===== src/design/tcmc_pkg.sv =====
// shared types, widths and constants of the timed cover motor controller
package tcmc_pkg;

  localparam int unsigned POS_W    = 17;
  localparam int unsigned TIME_W   = 32;
  localparam int unsigned CUR_W    = 16;
  localparam int unsigned MODE_W   = 2;
  localparam int unsigned DUTY_W   = 8;
  localparam int unsigned TRAVEL_W = 24;
  localparam int unsigned SHORT_W  = 16;
  localparam int unsigned CFG_IDX_W  = 3;
  localparam int unsigned CFG_DATA_W = 24;

  localparam int unsigned STEP_W    = 18;
  localparam int unsigned NUM_W     = TIME_W + 17;
  localparam int unsigned DIV_STEPS = STEP_W;
  localparam int unsigned CNT_W     = $clog2(DIV_STEPS);

  localparam logic [POS_W-1:0]  Q_ONE         = 17'd65536;
  localparam logic [POS_W-1:0]  ALMOST_OPEN   = 17'd64881;
  localparam logic [POS_W-1:0]  ALMOST_CLOSED = 17'd655;
  localparam logic [POS_W-1:0]  POS_RESET     = 17'd32768;
  localparam logic [STEP_W-1:0] STEP_MAX      = 18'd131072;
  localparam logic signed [DUTY_W-1:0] FULL_DUTY = 8'sd127;

  localparam logic [TRAVEL_W-1:0] OPEN_TIME_RESET   = 24'd10000;
  localparam logic [TRAVEL_W-1:0] CLOSE_TIME_RESET  = 24'd10000;
  localparam logic [SHORT_W-1:0]  SPINUP_RESET      = 16'd0;
  localparam logic [SHORT_W-1:0]  MOVING_CUR_RESET  = 16'd100;
  localparam logic [SHORT_W-1:0]  REPORT_INT_RESET  = 16'd1000;

  typedef enum logic [MODE_W-1:0] {
    MODE_TICK = 2'd0,
    MODE_STOP = 2'd1,
    MODE_MOVE = 2'd2,
    MODE_NONE = 2'd3
  } mode_e;

  typedef enum logic [1:0] {
    OP_IDLE    = 2'd0,
    OP_OPENING = 2'd1,
    OP_CLOSING = 2'd2
  } op_state_e;

  typedef enum logic [CFG_IDX_W-1:0] {
    CFG_OPEN_TIME  = 3'd0,
    CFG_CLOSE_TIME = 3'd1,
    CFG_SPINUP     = 3'd2,
    CFG_MOVING_CUR = 3'd3,
    CFG_REPORT_INT = 3'd4,
    CFG_POS_OPENS  = 3'd5
  } cfg_idx_e;

  typedef struct packed {
    logic load;
    logic prep_a;
    logic prep_b;
    logic num;
    logic div_step;
    logic apply;
    logic finish;
  } cmd_t;

  typedef struct packed {
    logic do_div;
  } status_t;

endpackage


===== src/design/tcmc_in_if.sv =====
// input item channel
interface tcmc_in_if;
  logic                           valid;
  logic                           ready;
  logic [tcmc_pkg::MODE_W-1:0]    mode;
  logic [tcmc_pkg::POS_W-1:0]     goal_position;
  logic [tcmc_pkg::TIME_W-1:0]    time_ms;
  logic [tcmc_pkg::CUR_W-1:0]     motor_current_ma;

  modport source (output valid, mode, goal_position, time_ms, motor_current_ma,
                  input ready);
  modport sink (input valid, mode, goal_position, time_ms, motor_current_ma,
                output ready);
endinterface


===== src/design/tcmc_out_if.sv =====
// result item channel
interface tcmc_out_if;
  logic                                valid;
  logic                                ready;
  logic signed [tcmc_pkg::DUTY_W-1:0]  motor_duty;
  logic [tcmc_pkg::POS_W-1:0]          cover_position;
  logic [1:0]                          cover_state;
  logic                                report_now;
  logic                                motor_moving;

  modport source (output valid, motor_duty, cover_position, cover_state, report_now,
                  motor_moving, input ready);
  modport sink (input valid, motor_duty, cover_position, cover_state, report_now,
                motor_moving, output ready);
endinterface


===== src/design/tcmc_ctrl.sv =====
// sequencing state machine: accept, prepare, divide, update, deliver
module tcmc_ctrl (
  input  logic               clk_i,
  input  logic               rst_ni,
  input  logic               in_valid_i,
  output logic               in_ready_o,
  output logic               out_valid_o,
  input  logic               out_ready_i,
  input  tcmc_pkg::status_t  status_i,
  output tcmc_pkg::cmd_t     cmd_o
);
  import tcmc_pkg::*;

  typedef enum logic [2:0] {
    S_IDLE,
    S_PREP_A,
    S_PREP_B,
    S_NUM,
    S_DIV,
    S_APPLY,
    S_FINISH
  } state_e;

  state_e           state_q;
  logic [CNT_W-1:0] cnt_q;
  logic             out_valid_q;
  logic             fin_fire;

  assign fin_fire    = (state_q == S_FINISH) && (!out_valid_q || out_ready_i);
  assign in_ready_o  = (state_q == S_IDLE);
  assign out_valid_o = out_valid_q;

  always_comb begin
    cmd_o          = '0;
    cmd_o.load     = (state_q == S_IDLE) && in_valid_i;
    cmd_o.prep_a   = (state_q == S_PREP_A);
    cmd_o.prep_b   = (state_q == S_PREP_B);
    cmd_o.num      = (state_q == S_NUM);
    cmd_o.div_step = (state_q == S_DIV);
    cmd_o.apply    = (state_q == S_APPLY);
    cmd_o.finish   = fin_fire;
  end

  always_ff @(posedge clk_i or negedge rst_ni) begin
    if (!rst_ni) begin
      state_q     <= S_IDLE;
      cnt_q       <= '0;
      out_valid_q <= 1'b0;
    end else begin
      if (fin_fire) begin
        out_valid_q <= 1'b1;
      end else if (out_ready_i) begin
        out_valid_q <= 1'b0;
      end
      unique case (state_q)
        S_IDLE: begin
          if (in_valid_i) begin
            state_q <= S_PREP_A;
          end
        end
        S_PREP_A: state_q <= S_PREP_B;
        S_PREP_B: state_q <= S_NUM;
        S_NUM: begin
          if (status_i.do_div) begin
            cnt_q   <= CNT_W'(DIV_STEPS - 1);
            state_q <= S_DIV;
          end else begin
            state_q <= S_APPLY;
          end
        end
        S_DIV: begin
          if (cnt_q == '0) begin
            state_q <= S_APPLY;
          end else begin
            cnt_q <= cnt_q - 1'b1;
          end
        end
        S_APPLY: state_q <= S_FINISH;
        S_FINISH: begin
          if (fin_fire) begin
            state_q <= S_IDLE;
          end
        end
        default: state_q <= S_IDLE;
      endcase
    end
  end

endmodule


===== src/design/tcmc_dp.sv =====
// datapath: registers, position tracking, restoring divider and result register
module tcmc_dp (
  input  logic                                 clk_i,
  input  logic                                 rst_ni,
  input  tcmc_pkg::cmd_t                       cmd_i,
  output tcmc_pkg::status_t                    status_o,
  input  logic [tcmc_pkg::MODE_W-1:0]          mode_i,
  input  logic [tcmc_pkg::POS_W-1:0]           goal_i,
  input  logic [tcmc_pkg::TIME_W-1:0]          time_i,
  input  logic [tcmc_pkg::CUR_W-1:0]           cur_i,
  input  logic                                 cfg_we_i,
  input  logic [tcmc_pkg::CFG_IDX_W-1:0]       cfg_idx_i,
  input  logic [tcmc_pkg::CFG_DATA_W-1:0]      cfg_data_i,
  output logic signed [tcmc_pkg::DUTY_W-1:0]   duty_o,
  output logic [tcmc_pkg::POS_W-1:0]           pos_o,
  output logic [1:0]                           state_o,
  output logic                                 report_o,
  output logic                                 moving_o
);
  import tcmc_pkg::*;

  // configuration
  logic [TRAVEL_W-1:0] open_time_q, close_time_q;
  logic [SHORT_W-1:0]  spinup_q, moving_cur_q, report_int_q;
  logic                pos_opens_q;

  // tracker state
  logic [POS_W-1:0]  pos_q, goal_q;
  op_state_e         op_q;
  logic [TIME_W-1:0] start_q, last_upd_q, last_rep_q;
  logic              moving_q;

  // current transaction
  mode_e             mode_q;
  logic [POS_W-1:0]  igoal_q;
  logic [TIME_W-1:0] now_q;
  logic [CUR_W-1:0]  cur_q;

  // work registers
  logic [TIME_W-1:0]   t0_q, elapsed_q;
  logic [TRAVEL_W-1:0] span_q, rem_q;
  logic                wait_ge_q, count_q, sat_q;
  logic [STEP_W-1:0]   nlow_q, quo_q;

  // result register
  logic signed [DUTY_W-1:0] duty_q;
  logic [POS_W-1:0]         opos_q;
  logic [1:0]               ostate_q;
  logic                     orep_q, omov_q;

  logic                active, opening;
  logic [TRAVEL_W-1:0] dur;
  logic [TIME_W-1:0]   from_t;
  logic [NUM_W-1:0]    num_w;
  logic                num_sat;
  logic [TRAVEL_W:0]   trial, diff;
  logic                trial_ge;
  logic [STEP_W-1:0]   d;
  logic [POS_W-1:0]    lo, hi;
  logic [STEP_W-1:0]   praw, pclamp;

  logic                reached;
  logic [POS_W-1:0]    pos_n, goal_n;
  op_state_e           op_n;
  logic [TIME_W-1:0]   start_n, last_rep_n;
  logic                rep_n;
  logic signed [DUTY_W-1:0] duty_n;

  assign active  = (mode_q == MODE_TICK) && (op_q != OP_IDLE);
  assign opening = (op_q == OP_OPENING);
  assign dur     = opening ? open_time_q : close_time_q;
  assign from_t  = (t0_q > last_upd_q) ? t0_q : last_upd_q;

  // rounded numerator: elapsed * 65536 + span / 2, with its carry
  assign num_w   = {1'b0, elapsed_q, 16'd0} + NUM_W'(span_q[TRAVEL_W-1:1]);
  assign num_sat = num_w[NUM_W-1:STEP_W] >= (NUM_W - STEP_W)'(span_q);
  assign status_o.do_div = active && count_q && !wait_ge_q && !num_sat;

  assign trial    = {rem_q, nlow_q[STEP_W-1]};
  assign trial_ge = trial >= {1'b0, span_q};
  assign diff     = trial - {1'b0, span_q};

  always_comb begin
    if (sat_q || quo_q > STEP_MAX) begin
      d = STEP_MAX;
    end else begin
      d = quo_q;
    end
    if (opening) begin
      lo = '0;
      hi = (pos_q < Q_ONE) ? ALMOST_OPEN : Q_ONE;
    end else begin
      lo = (pos_q > '0) ? ALMOST_CLOSED : '0;
      hi = Q_ONE;
    end
    if (wait_ge_q) begin
      praw = opening ? STEP_W'(hi) : STEP_W'(lo);
    end else if (opening) begin
      praw = STEP_W'(pos_q) + d;
    end else begin
      praw = (STEP_W'(pos_q) > d) ? STEP_W'(pos_q) - d : '0;
    end
    priority if (praw < STEP_W'(lo)) begin
      pclamp = STEP_W'(lo);
    end else if (praw > STEP_W'(hi)) begin
      pclamp = STEP_W'(hi);
    end else begin
      pclamp = praw;
    end
  end

  always_comb begin
    unique case (op_q)
      OP_OPENING: reached = (goal_q == Q_ONE) ? (pos_q >= ALMOST_OPEN && !moving_q)
                                              : (pos_q >= goal_q);
      OP_CLOSING: reached = (goal_q == '0) ? (pos_q <= ALMOST_CLOSED && !moving_q)
                                           : (pos_q <= goal_q);
      default:    reached = 1'b1;
    endcase
    pos_n      = pos_q;
    goal_n     = goal_q;
    op_n       = op_q;
    start_n    = start_q;
    last_rep_n = last_rep_q;
    rep_n      = 1'b0;
    unique case (mode_q)
      MODE_TICK: begin
        if (active) begin
          if (reached) begin
            pos_n   = goal_q;
            op_n    = OP_IDLE;
            start_n = now_q;
            rep_n   = 1'b1;
          end else if ((now_q - last_rep_q) > TIME_W'(report_int_q)) begin
            rep_n      = 1'b1;
            last_rep_n = now_q;
          end
        end
      end
      MODE_STOP: begin
        op_n    = OP_IDLE;
        start_n = now_q;
        rep_n   = 1'b1;
      end
      MODE_MOVE: begin
        if (igoal_q != pos_q) begin
          goal_n  = igoal_q;
          op_n    = (igoal_q < pos_q) ? OP_CLOSING : OP_OPENING;
          start_n = now_q;
          rep_n   = 1'b1;
        end
      end
      default: ;
    endcase
    unique case (op_n)
      OP_OPENING: duty_n = pos_opens_q ? FULL_DUTY : -FULL_DUTY;
      OP_CLOSING: duty_n = pos_opens_q ? -FULL_DUTY : FULL_DUTY;
      default:    duty_n = '0;
    endcase
  end

  always_ff @(posedge clk_i or negedge rst_ni) begin
    if (!rst_ni) begin
      open_time_q  <= OPEN_TIME_RESET;
      close_time_q <= CLOSE_TIME_RESET;
      spinup_q     <= SPINUP_RESET;
      moving_cur_q <= MOVING_CUR_RESET;
      report_int_q <= REPORT_INT_RESET;
      pos_opens_q  <= 1'b1;
      pos_q        <= POS_RESET;
      goal_q       <= '0;
      op_q         <= OP_IDLE;
      start_q      <= '0;
      last_upd_q   <= '0;
      last_rep_q   <= '0;
      moving_q     <= 1'b0;
    end else begin
      if (cfg_we_i) begin
        unique case (cfg_idx_i)
          CFG_OPEN_TIME:  open_time_q  <= cfg_data_i;
          CFG_CLOSE_TIME: close_time_q <= cfg_data_i;
          CFG_SPINUP:     spinup_q     <= cfg_data_i[SHORT_W-1:0];
          CFG_MOVING_CUR: moving_cur_q <= cfg_data_i[SHORT_W-1:0];
          CFG_REPORT_INT: report_int_q <= cfg_data_i[SHORT_W-1:0];
          CFG_POS_OPENS:  pos_opens_q  <= cfg_data_i[0];
          default: ;
        endcase
      end
      if (cmd_i.apply && active) begin
        if (count_q) begin
          pos_q <= pclamp[POS_W-1:0];
        end
        last_upd_q <= now_q;
        moving_q   <= cur_q >= moving_cur_q;
      end
      if (cmd_i.finish) begin
        pos_q      <= pos_n;
        goal_q     <= goal_n;
        op_q       <= op_n;
        start_q    <= start_n;
        last_rep_q <= last_rep_n;
      end
    end
  end

  always_ff @(posedge clk_i) begin
    if (cmd_i.load) begin
      mode_q  <= mode_e'(mode_i);
      igoal_q <= (goal_i > Q_ONE) ? Q_ONE : goal_i;
      now_q   <= time_i;
      cur_q   <= cur_i;
    end
    if (cmd_i.prep_a) begin
      t0_q      <= start_q + TIME_W'(spinup_q);
      span_q    <= dur - TRAVEL_W'(spinup_q);
      wait_ge_q <= dur <= TRAVEL_W'(spinup_q);
    end
    if (cmd_i.prep_b) begin
      count_q   <= now_q > t0_q;
      elapsed_q <= now_q - from_t;
    end
    if (cmd_i.num) begin
      sat_q  <= num_sat;
      rem_q  <= num_w[STEP_W +: TRAVEL_W];
      nlow_q <= num_w[STEP_W-1:0];
      quo_q  <= '0;
    end
    if (cmd_i.div_step) begin
      rem_q  <= trial_ge ? diff[TRAVEL_W-1:0] : trial[TRAVEL_W-1:0];
      nlow_q <= {nlow_q[STEP_W-2:0], 1'b0};
      quo_q  <= {quo_q[STEP_W-2:0], trial_ge};
    end
    if (cmd_i.finish) begin
      duty_q   <= duty_n;
      opos_q   <= pos_n;
      ostate_q <= op_n;
      orep_q   <= rep_n;
      omov_q   <= moving_q;
    end
  end

  assign duty_o   = duty_q;
  assign pos_o    = opos_q;
  assign state_o  = ostate_q;
  assign report_o = orep_q;
  assign moving_o = omov_q;

endmodule


===== src/design/timed_cover_motor_controller.sv =====
// Time-based cover position tracker with motor duty control. One transaction is
// taken at a time: a tick that needs a division runs the 18-step restoring
// divider, which computes (elapsed * 65536 + span / 2) / travel span; stop,
// move and all other ticks skip the divider. The next transaction can be
// accepted in the same cycle in which the result becomes ready. The result
// sits in an output register, so the next transaction is accepted while the
// previous result waits to be taken. Configuration writes are taken at any
// time but must only be issued while the block is idle.
module timed_cover_motor_controller (
  input  logic                            clk_i,
  input  logic                            rst_ni,
  tcmc_in_if.sink                         item_i,
  tcmc_out_if.source                      res_o,
  input  logic                            cfg_we_i,
  input  logic [tcmc_pkg::CFG_IDX_W-1:0]  cfg_idx_i,
  input  logic [tcmc_pkg::CFG_DATA_W-1:0] cfg_data_i
);
  import tcmc_pkg::*;

  cmd_t    cmd;
  status_t status;

  tcmc_ctrl u_ctrl (
    .clk_i       (clk_i),
    .rst_ni      (rst_ni),
    .in_valid_i  (item_i.valid),
    .in_ready_o  (item_i.ready),
    .out_valid_o (res_o.valid),
    .out_ready_i (res_o.ready),
    .status_i    (status),
    .cmd_o       (cmd)
  );

  tcmc_dp u_dp (
    .clk_i      (clk_i),
    .rst_ni     (rst_ni),
    .cmd_i      (cmd),
    .status_o   (status),
    .mode_i     (item_i.mode),
    .goal_i     (item_i.goal_position),
    .time_i     (item_i.time_ms),
    .cur_i      (item_i.motor_current_ma),
    .cfg_we_i   (cfg_we_i),
    .cfg_idx_i  (cfg_idx_i),
    .cfg_data_i (cfg_data_i),
    .duty_o     (res_o.motor_duty),
    .pos_o      (res_o.cover_position),
    .state_o    (res_o.cover_state),
    .report_o   (res_o.report_now),
    .moving_o   (res_o.motor_moving)
  );

endmodule

===== src/flat_wrapper.sv =====
// flat-port wrapper written by rule: the top's interface ports become plain ports
module timed_cover_motor_controller_flat import tcmc_pkg::*;
  (clk_i, rst_ni, cfg_we_i, cfg_idx_i, cfg_data_i, item_i_valid, item_i_mode, item_i_goal_position, item_i_time_ms, item_i_motor_current_ma, item_i_ready, res_o_valid, res_o_motor_duty, res_o_cover_position, res_o_cover_state, res_o_report_now, res_o_motor_moving, res_o_ready);
  tcmc_in_if item_i_i ();
  tcmc_out_if res_o_i ();
  input  logic clk_i;
  input  logic rst_ni;
  input  logic cfg_we_i;
  input  logic [tcmc_pkg::CFG_IDX_W-1:0] cfg_idx_i;
  input  logic [tcmc_pkg::CFG_DATA_W-1:0] cfg_data_i;
  input wire logic [$bits(item_i_i.valid)-1:0] item_i_valid;
  input wire logic [$bits(item_i_i.mode)-1:0] item_i_mode;
  input wire logic [$bits(item_i_i.goal_position)-1:0] item_i_goal_position;
  input wire logic [$bits(item_i_i.time_ms)-1:0] item_i_time_ms;
  input wire logic [$bits(item_i_i.motor_current_ma)-1:0] item_i_motor_current_ma;
  output wire logic [$bits(item_i_i.ready)-1:0] item_i_ready;
  output wire logic [$bits(res_o_i.valid)-1:0] res_o_valid;
  output wire logic [$bits(res_o_i.motor_duty)-1:0] res_o_motor_duty;
  output wire logic [$bits(res_o_i.cover_position)-1:0] res_o_cover_position;
  output wire logic [$bits(res_o_i.cover_state)-1:0] res_o_cover_state;
  output wire logic [$bits(res_o_i.report_now)-1:0] res_o_report_now;
  output wire logic [$bits(res_o_i.motor_moving)-1:0] res_o_motor_moving;
  input wire logic [$bits(res_o_i.ready)-1:0] res_o_ready;
  assign item_i_i.valid = item_i_valid;
  assign item_i_i.mode = item_i_mode;
  assign item_i_i.goal_position = item_i_goal_position;
  assign item_i_i.time_ms = item_i_time_ms;
  assign item_i_i.motor_current_ma = item_i_motor_current_ma;
  assign item_i_ready = item_i_i.ready;
  assign res_o_valid = res_o_i.valid;
  assign res_o_motor_duty = res_o_i.motor_duty;
  assign res_o_cover_position = res_o_i.cover_position;
  assign res_o_cover_state = res_o_i.cover_state;
  assign res_o_report_now = res_o_i.report_now;
  assign res_o_motor_moving = res_o_i.motor_moving;
  assign res_o_i.ready = res_o_ready;
  timed_cover_motor_controller u_core (.clk_i(clk_i), .rst_ni(rst_ni), .item_i(item_i_i), .res_o(res_o_i), .cfg_we_i(cfg_we_i), .cfg_idx_i(cfg_idx_i), .cfg_data_i(cfg_data_i));
endmodule

===== config.mk =====
export PLATFORM = sky130hd
export DESIGN_NAME = timed_cover_motor_controller_flat
export DESIGN_NICKNAME = d
export VERILOG_FILES = /design/src/design/tcmc_pkg.sv /design/src/design/tcmc_in_if.sv /design/src/design/tcmc_out_if.sv /design/src/design/tcmc_ctrl.sv /design/src/design/tcmc_dp.sv /design/src/design/timed_cover_motor_controller.sv /design/src/flat_wrapper.sv
export SDC_FILE = /design/constraint.sdc
export NUM_CORES = 1
export LEC_CHECK = 0
export BUFFER_PORTS_ARGS = -buffer_cell sky130_fd_sc_hd__buf_2
export CAP_MARGIN = 20
export CORE_MARGIN = 3
export CORE_UTILIZATION = 40
export DETAILED_ROUTE_END_ITERATION = 10
export GPL_ROUTABILITY_DRIVEN = 0
export PLACE_DENSITY = 0.59
export SYNTH_ARGS = -nofsm -noshare
export SYNTH_HDL_FRONTEND = slang
export SYNTH_HIERARCHICAL = 1
export SYNTH_SLANG_ARGS = --single-unit

===== constraint.sdc =====
create_clock -name clk_i -period 14.45 [get_ports clk_i]
set_input_delay 1.445 -clock clk_i [delete_from_list [all_inputs] [get_ports clk_i]]
set_output_delay 1.445 -clock clk_i [all_outputs]
set_load 0.03 [all_outputs]

# Yosys cells after proc, flatten, opt, wreduce, memory -nomap -nowiden
# Cells that the tools add are included.
# classes
n_addsub,9
order_cmp,19
n_eq_ne,27
n_mux,56
bitwise,1
n_reduce_logical,38
# op_table
op,count
$mux W17,11
$mux W18,8
$mux W32,4
$mux W24,4
$pmux W32 S3,1
$gt A32 B32 Y1,2
$sub A32 B32 Y32,2
$add A48 B23 Y49,1
$add A32 B16 Y32,1
$gt A32 B16 Y1,1
$ge A31 B24 Y1,1
$ge A25 B24 Y1,1
$le A24 B16 Y1,1
$sub A24 B16 Y24,1
$sub A24 B24 Y24,1
$pmux W3 S7,1
$mux W10,2
$add A17 B18 Y18,1
$gt A17 B18 Y1,1
$gt A18 B17 Y1,1
$gt A18 B18 Y1 const B,1
$lt A18 B10 Y1,1
$sub A17 B18 Y18,1
$eq A17 B17 Y1 const B,1
other kinds (40),100
# word_totals
register_bits,486
input_bits,99

# Depth between registers and ports, before layout
# depth
depth_word,13
depth_mapped,26
mapped_depth_nobuf,25

# Cells and area by module
# Netlist, hierarchy kept.
# by_module_without_submodules
mod,instances,cells_per_inst,area_per_inst_um2
tcmc_dp,1,3173,31495.2
tcmc_ctrl,1,55,533.0

# Worst setup path before layout
# Ideal clock, no wire load.
# synth_timing
path_type,register -> register
start,register u_core.u_dp.quo_q[0]
end,register u_core.u_dp.pos_q[16]
t_arrival_ns,5.800
setup_slack_ns,8.523
path_stages_with_launch,25
path_buffers,2
synth_period_minus_slack_ns,5.927
path_cell_list,edfxtp_1 -> or4_1 -> o41ai_1 -> nand2_1 -> ha_1 -> buf_2 -> nor2b_1 -> o21ai_1 -> nand4_1 -> a311o_1 -> a31oi_1 -> a21oi_1 -> mux2_2 -> o22ai_1 -> ha_1 -> nand3_1 -> nor2_1 -> and2_1 -> o2111ai_1 -> or4b_1 -> o21ba_2 -> o22a_1 -> buf_2 -> mux2i_1 -> o21ai_1
# synth_between
elab_chain_cells,13
# synth_lines
element,line,text
"start, declared",tcmc_dp.sv:43,"logic [STEP_W-1:0] nlow_q, quo_q;"
"start signal, assigned",tcmc_dp.sv:231,"quo_q <= {quo_q[STEP_W-2:0], trial_ge};"
$gt A18 B18 Y1,tcmc_dp.sv:84,if (sat_q || quo_q > STEP_MAX) begin
$logic_or A1 B1 Y1,tcmc_dp.sv:84,
$mux W18 (*),tcmc_dp.sv:84,
$sub A17 B18 Y18 / $gt A17 B18 Y1 (equally long branches),tcmc_dp.sv:101,praw = (STEP_W'(pos_q) > d) ? STEP_W'(pos_q) - d : '0;
$mux W18,tcmc_dp.sv:101,
$mux W18 (*),tcmc_dp.sv:98,end else if (opening) begin
$mux W18 (*),tcmc_dp.sv:96,if (wait_ge_q) begin
$gt A18 B17 Y1,tcmc_dp.sv:105,end else if (praw > STEP_W'(hi)) begin
$mux W17,tcmc_dp.sv:105,
$mux W17 (*),tcmc_dp.sv:103,priority if (praw < STEP_W'(lo)) begin
$mux W17 (*),tcmc_dp.sv:190,if (count_q) begin
$mux W17 (*),tcmc_dp.sv:189,if (cmd_i.apply && active) begin
$mux W17 (*),tcmc_dp.sv:196,if (cmd_i.finish) begin
"end signal, assigned",tcmc_dp.sv:191,pos_q <= pclamp[POS_W-1:0];
"end signal, assigned",tcmc_dp.sv:197,pos_q <= pos_n;
"end, declared",tcmc_dp.sv:28,"logic [POS_W-1:0] pos_q, goal_q;"
# Mark *: on every way between the ends. The rest lies on a longest branch, timed or not. The select of a mux whose other input is x is not followed.
# A chain may end at the register's enable or synchronous reset.

# Final worst setup path
# layout_timing
start,register u_core.u_dp.quo_q[0]
end,register u_core.u_dp.pos_q[9]
# Same word-level chain as after synthesis.

==> metrics.txt <==
# TYPE chip_impl_metric gauge
chip_impl_info{name="status",value="finished, final reports clean"} 1
chip_impl_metric{name="power.static_leakage",unit="nW"} 15.6
chip_impl_metric{name="place_area",unit="um2"} 33900
chip_impl_metric{name="setup_violations",unit=""} 0
chip_impl_metric{name="wl",unit="mm"} 80.9
chip_impl_metric{name="drt_pre_antenna_iters",unit=""} 6
chip_impl_metric{name="powerDensity",unit="nW/um2"} 233
chip_impl_info{name="critical-path-slowest-cell",value="sky130_fd_sc_hd__or4_1"} 1
chip_impl_metric{name="syn_area_per_cell",unit="um2"} 9.92
chip_impl_metric{name="area_of_the_mapped_netlist",unit="um2"} 32000
chip_impl_info{name="worst_setup_path_start_kind",value="flip-flop"} 1
chip_impl_metric{name="path_depth",unit=""} 23
chip_impl_metric{name="clock-sinks",unit=""} 481
chip_impl_metric{name="fillers",unit=""} 7554
chip_impl_metric{name="layout-area-overhead-vs-synth",unit="%"} 12.5
chip_impl_metric{name="post_cts_resize_count",unit=""} 0
chip_impl_metric{name="dp.final_hpwl",unit="mm"} 61.8
chip_impl_info{name="timing.critical_path.from",value="u_core/u_dp/quo_q[0]"} 1
chip_impl_metric{name="grt_pass1_wl",unit="mm"} 129
chip_impl_metric{name="required_time_of_the_critical_path",unit="ns"} 14.98
chip_impl_metric{name="setup_total_negative_slack",unit="ns"} 0
chip_impl_metric{name="design.core.area",unit="um2"} 79100
chip_impl_metric{name="drtAntennaViolNets",unit=""} 0
chip_impl_info{name="cpLargestDelayFamily",value="compound AO/OA/AOI/OAI gates"} 1
chip_impl_metric{name="ff_to_ff_setup_slack",unit="ns"} 7.93
chip_impl_metric{name="synth_cells",unit=""} 3228
chip_impl_metric{name="post-route-drc-count",unit=""} 0
chip_impl_metric{name="cts_buffer_depth",unit=""} 3
chip_impl_info{name="min-delay-path-class",value="reg -> reg"} 1
chip_impl_metric{name="multiInputGateArea",unit="um2"} 17300
chip_impl_metric{name="slew-limit-headroom",unit="%"} 34.4
chip_impl_info{name="cts_root_buf",value="sky130_fd_sc_hd__clkbuf_16"} 1
chip_impl_metric{name="cts_buffers",unit=""} 57
chip_impl_metric{name="cp.arrival",unit="ns"} 7.05
chip_impl_info{name="crit_end",value="u_core/u_dp/pos_q[9]"} 1
chip_impl_metric{name="minimum_clock_period",unit="ns"} 6.52
chip_impl_info{name="r2r-end",value="u_core/u_dp/pos_q[9]"} 1
chip_impl_metric{name="power.ir.vdd_worst",unit="mV"} 0.107
chip_impl_metric{name="route.detailed.wl_per_inst",unit="um"} 18.2
chip_impl_metric{name="postCtsSetupBuffers",unit=""} 0
chip_impl_metric{name="synth_sequential_area_ratio",unit="%"} 41.4
chip_impl_metric{name="synth-edff-count",unit=""} 241
chip_impl_metric{name="synthDistinctLibCells",unit=""} 100
chip_impl_metric{name="r2r_cells",unit=""} 23
chip_impl_metric{name="hold_violations",unit=""} 0
chip_impl_info{name="tritoncts_clock_tree",value="built"} 1
chip_impl_metric{name="port-buffer-count",unit=""} 129
chip_impl_info{name="crit-reg2reg-launch",value="u_core/u_dp/quo_q[0]"} 1
chip_impl_metric{name="start_util",unit="%"} 40.5
chip_impl_metric{name="die_h",unit="um"} 289
chip_impl_metric{name="grt_overflow_total",unit=""} 0
chip_impl_metric{name="cap_violations",unit=""} 0
chip_impl_metric{name="cp_num_buf_inv",unit=""} 1
chip_impl_metric{name="detailedRoute.firstIterationViolations",unit=""} 1411
chip_impl_info{name="crit_path_end_kind",value="flip-flop"} 1
chip_impl_metric{name="insertion_delay",unit="ns"} 0.63
chip_impl_metric{name="viasPerCell",unit=""} 5.36
chip_impl_metric{name="max_clock_freq",unit="MHz"} 153
chip_impl_info{name="ys.flop_type",value="sky130_fd_sc_hd__edfxtp_1"} 1
chip_impl_metric{name="postSynthRegisterBits",unit=""} 481
chip_impl_metric{name="antenna_found_initial",unit=""} 0
chip_impl_metric{name="critical_path.max_stage_delay",unit="ns"} 0.57
chip_impl_metric{name="final_layout_size_suffix_gt1_share",unit="%"} 14.3
chip_impl_metric{name="cts.clk_slew.worst_paths",unit="ns"} 0.06
chip_impl_info{name="mostFrequentLayoutCells",value="sky130_fd_sc_hd__ha_1 (339), sky130_fd_sc_hd__inv_1 (303), sky130_fd_sc_hd__edfxtp_1 (241)"} 1
chip_impl_metric{name="async_flop_share",unit="%"} 49.7
chip_impl_metric{name="timing_max_transition_violations_final",unit=""} 0
chip_impl_metric{name="final.period_utilization",unit="%"} 45.1
chip_impl_metric{name="rows",unit=""} 103
chip_impl_info{name="layout_commonest_cell",value="sky130_fd_sc_hd__ha_1"} 1
chip_impl_metric{name="nNetsFinal",unit=""} 3796
chip_impl_metric{name="flip_flop_and_latch_area",unit="um2"} 13300
chip_impl_metric{name="synthesis.yosys.warnings",unit=""} 6
chip_impl_metric{name="via_count_of_the_first_global_routing_pass",unit=""} 23350
chip_impl_metric{name="grt_max_degree",unit=""} 105
chip_impl_metric{name="skew",unit="ns"} 0.0551
chip_impl_metric{name="dieArea",unit="um2"} 83500
chip_impl_metric{name="vias",unit=""} 23844
chip_impl_metric{name="top_level_ports",unit=""} 130
chip_impl_metric{name="grt_util_all_layers",unit="%"} 19.4
chip_impl_metric{name="timing.critical_path.fanout_max",unit=""} 13
chip_impl_metric{name="fp.dieW",unit="um"} 289
chip_impl_metric{name="postLayoutCellArea",unit="um2"} 36000
chip_impl_info{name="crit_path_cell_trace",value="or4_1 -> o41ai_1 -> buf_4 -> nand2_1 -> ha_1 -> nor2b_1 -> o21ai_1 -> nand4_1 -> a311o_1 -> a31oi_1 -> a21oi_1 -> mux2_2 -> o22ai_1 -> ha_1 -> nand3_1 -> nor2_1 -> and2_1 -> o2111ai_1 -> or4b_1 -> o21ba_2 -> o22a_1 -> o21bai_1 -> o22ai_1"} 1
chip_impl_metric{name="cts_max_level",unit=""} 2
chip_impl_metric{name="antenna-diode-count",unit=""} 0
chip_impl_metric{name="timing_worst_slew_pin_value",unit="ns"} 0.978
chip_impl_metric{name="synth_fp_nets",unit=""} 3675
chip_impl_info{name="crit_type",value="reg -> reg"} 1
chip_impl_info{name="unrepaired_setup_endpoints_after_global_routing",value="false"} 1
chip_impl_metric{name="cts.hold.buffers_added",unit=""} 0
registers in the layout, indices dropped and copies added (netlist names), 18 cells and up:
name	count
u_core/u_dp/elapsed_q	32
u_core/u_dp/last_rep_q	32
u_core/u_dp/last_upd_q	32
u_core/u_dp/now_q	32
u_core/u_dp/start_q	32
u_core/u_dp/t0_q	32
u_core/u_dp/close_time_q	24
u_core/u_dp/open_time_q	24
u_core/u_dp/rem_q	24
u_core/u_dp/span_q	24
u_core/u_dp/nlow_q	18
u_core/u_dp/quo_q	18
where the power goes:
group	internal, mW	switching, mW	total [mW]
Clock	0.938	0.605	1.54
Combinational	1.85	2.50	4.35
Sequential	2.12	0.385	2.51
Total	4.91	3.49	8.40
worst min-delay path by stage:
stage	startpoint	to	slack, ns	cells after the start
after floorplan	u_core/u_dp/moving_q	u_core/u_dp/moving_o	0.42	0
after global placement	u_core/u_dp/moving_q	u_core/u_dp/moving_o	0.45	0
after detailed placement	u_core/u_dp/moving_q	u_core/u_dp/moving_o	0.45	0
after CTS	u_core/u_dp/moving_q	u_core/u_dp/moving_o	0.46	0
after global routing	u_core/u_dp/moving_q	u_core/u_dp/moving_o	0.48	0
final	u_core/u_dp/moving_q	u_core/u_dp/moving_o	0.46	0
layer usage:
| metal | share of wire [%] | vias to the layer above | wire length [um] | GRT usage (%) |
|---|---|---|---|---|
| li1 | - | 11919 | - | - |
| met1 | 46 | 11398 | 37400 | 26.2 |
| met2 | 48 | 427 | 38800 | 33.1 |
| met3 | 3.6 | 100 | 2890 | 2.14 |
| met4 | 2.3 | 0 | 1860 | 4.80 |
| met5 | 0 | - | 0 | 0 |
per-stage QoR:
stage          setup slack [ns]  utilization, %  hold WS, ns  power [mW]  cells
3_3_place_gp               7.67            42.8        0.447        6.81   4336
5_1_grt                    7.60            45.5        0.478        9.15   4448
2_1_floorplan              8.52               -        0.425        5.77   3228
6_report                   7.93            45.5        0.456        8.40   4448
3_5_place_dp               8.06            42.8        0.448        6.85   4337
4_1_cts                    8.03            45.4        0.464        8.45   4445
cell families (layout without fill, tap and decap cells):
family | Yosys count | in the layout | share of synthesized area [%]
buffers and inverters | 397 | 567 | 4.82
xor gates and xnor gates | 142 | 142 | 3.88
AOI/OAI and AO/OA | 818 | 818 | 16.3
muxes | 201 | 201 | 6.93
and+or+nand+nor | 841 | 841 | 12.9
DFF | 481 | 481 | 41.4
adders and majority gates | 348 | 348 | 13.8
cell usage after synthesis (all sizes together), types with 11 or more instances:
master / count / area share [%]
nor2b: 53 / 1.0
o22ai: 19 / 0.37
nand3: 51 / 0.83
mux2: 166 / 5.8
nand2: 239 / 2.8
mux2i: 35 / 1.1
dfrtp: 218 / 17
nor2: 206 / 2.4
dfstp: 21 / 1.7
a211oi: 17 / 0.41
and2: 40 / 0.79
xnor2: 103 / 2.8
buf: 24 / 0.43
or2: 17 / 0.33
o21ai: 226 / 3.5
xor2: 39 / 1.1
a21oi: 204 / 3.2
a22oi: 11 / 0.26
o211ai: 20 / 0.51
clkbuf: 67 / 0.79
nand4: 46 / 0.90
edfxtp: 241 / 23
a21o: 92 / 2.2
nor3: 60 / 0.94
a31oi: 23 / 0.45
nor4: 24 / 0.47
ha: 340 / 13
o21bai: 25 / 0.60
inv: 305 / 3.6
or3: 14 / 0.27
and3: 27 / 0.53
o21a: 57 / 1.3
nand2b: 26 / 0.51
o31ai: 13 / 0.30
final cells by class:
type                    count  share of cell area, %
multi-input cells        2350                   48.1
flip-flops and latches    481                   36.8
clock buffers              76                   4.71
well taps                1050                   3.65
inverters                 306                   3.20
repair buffers            153                   2.47
clock inverters            32                   1.04
(Power assumes the default switching activity.)
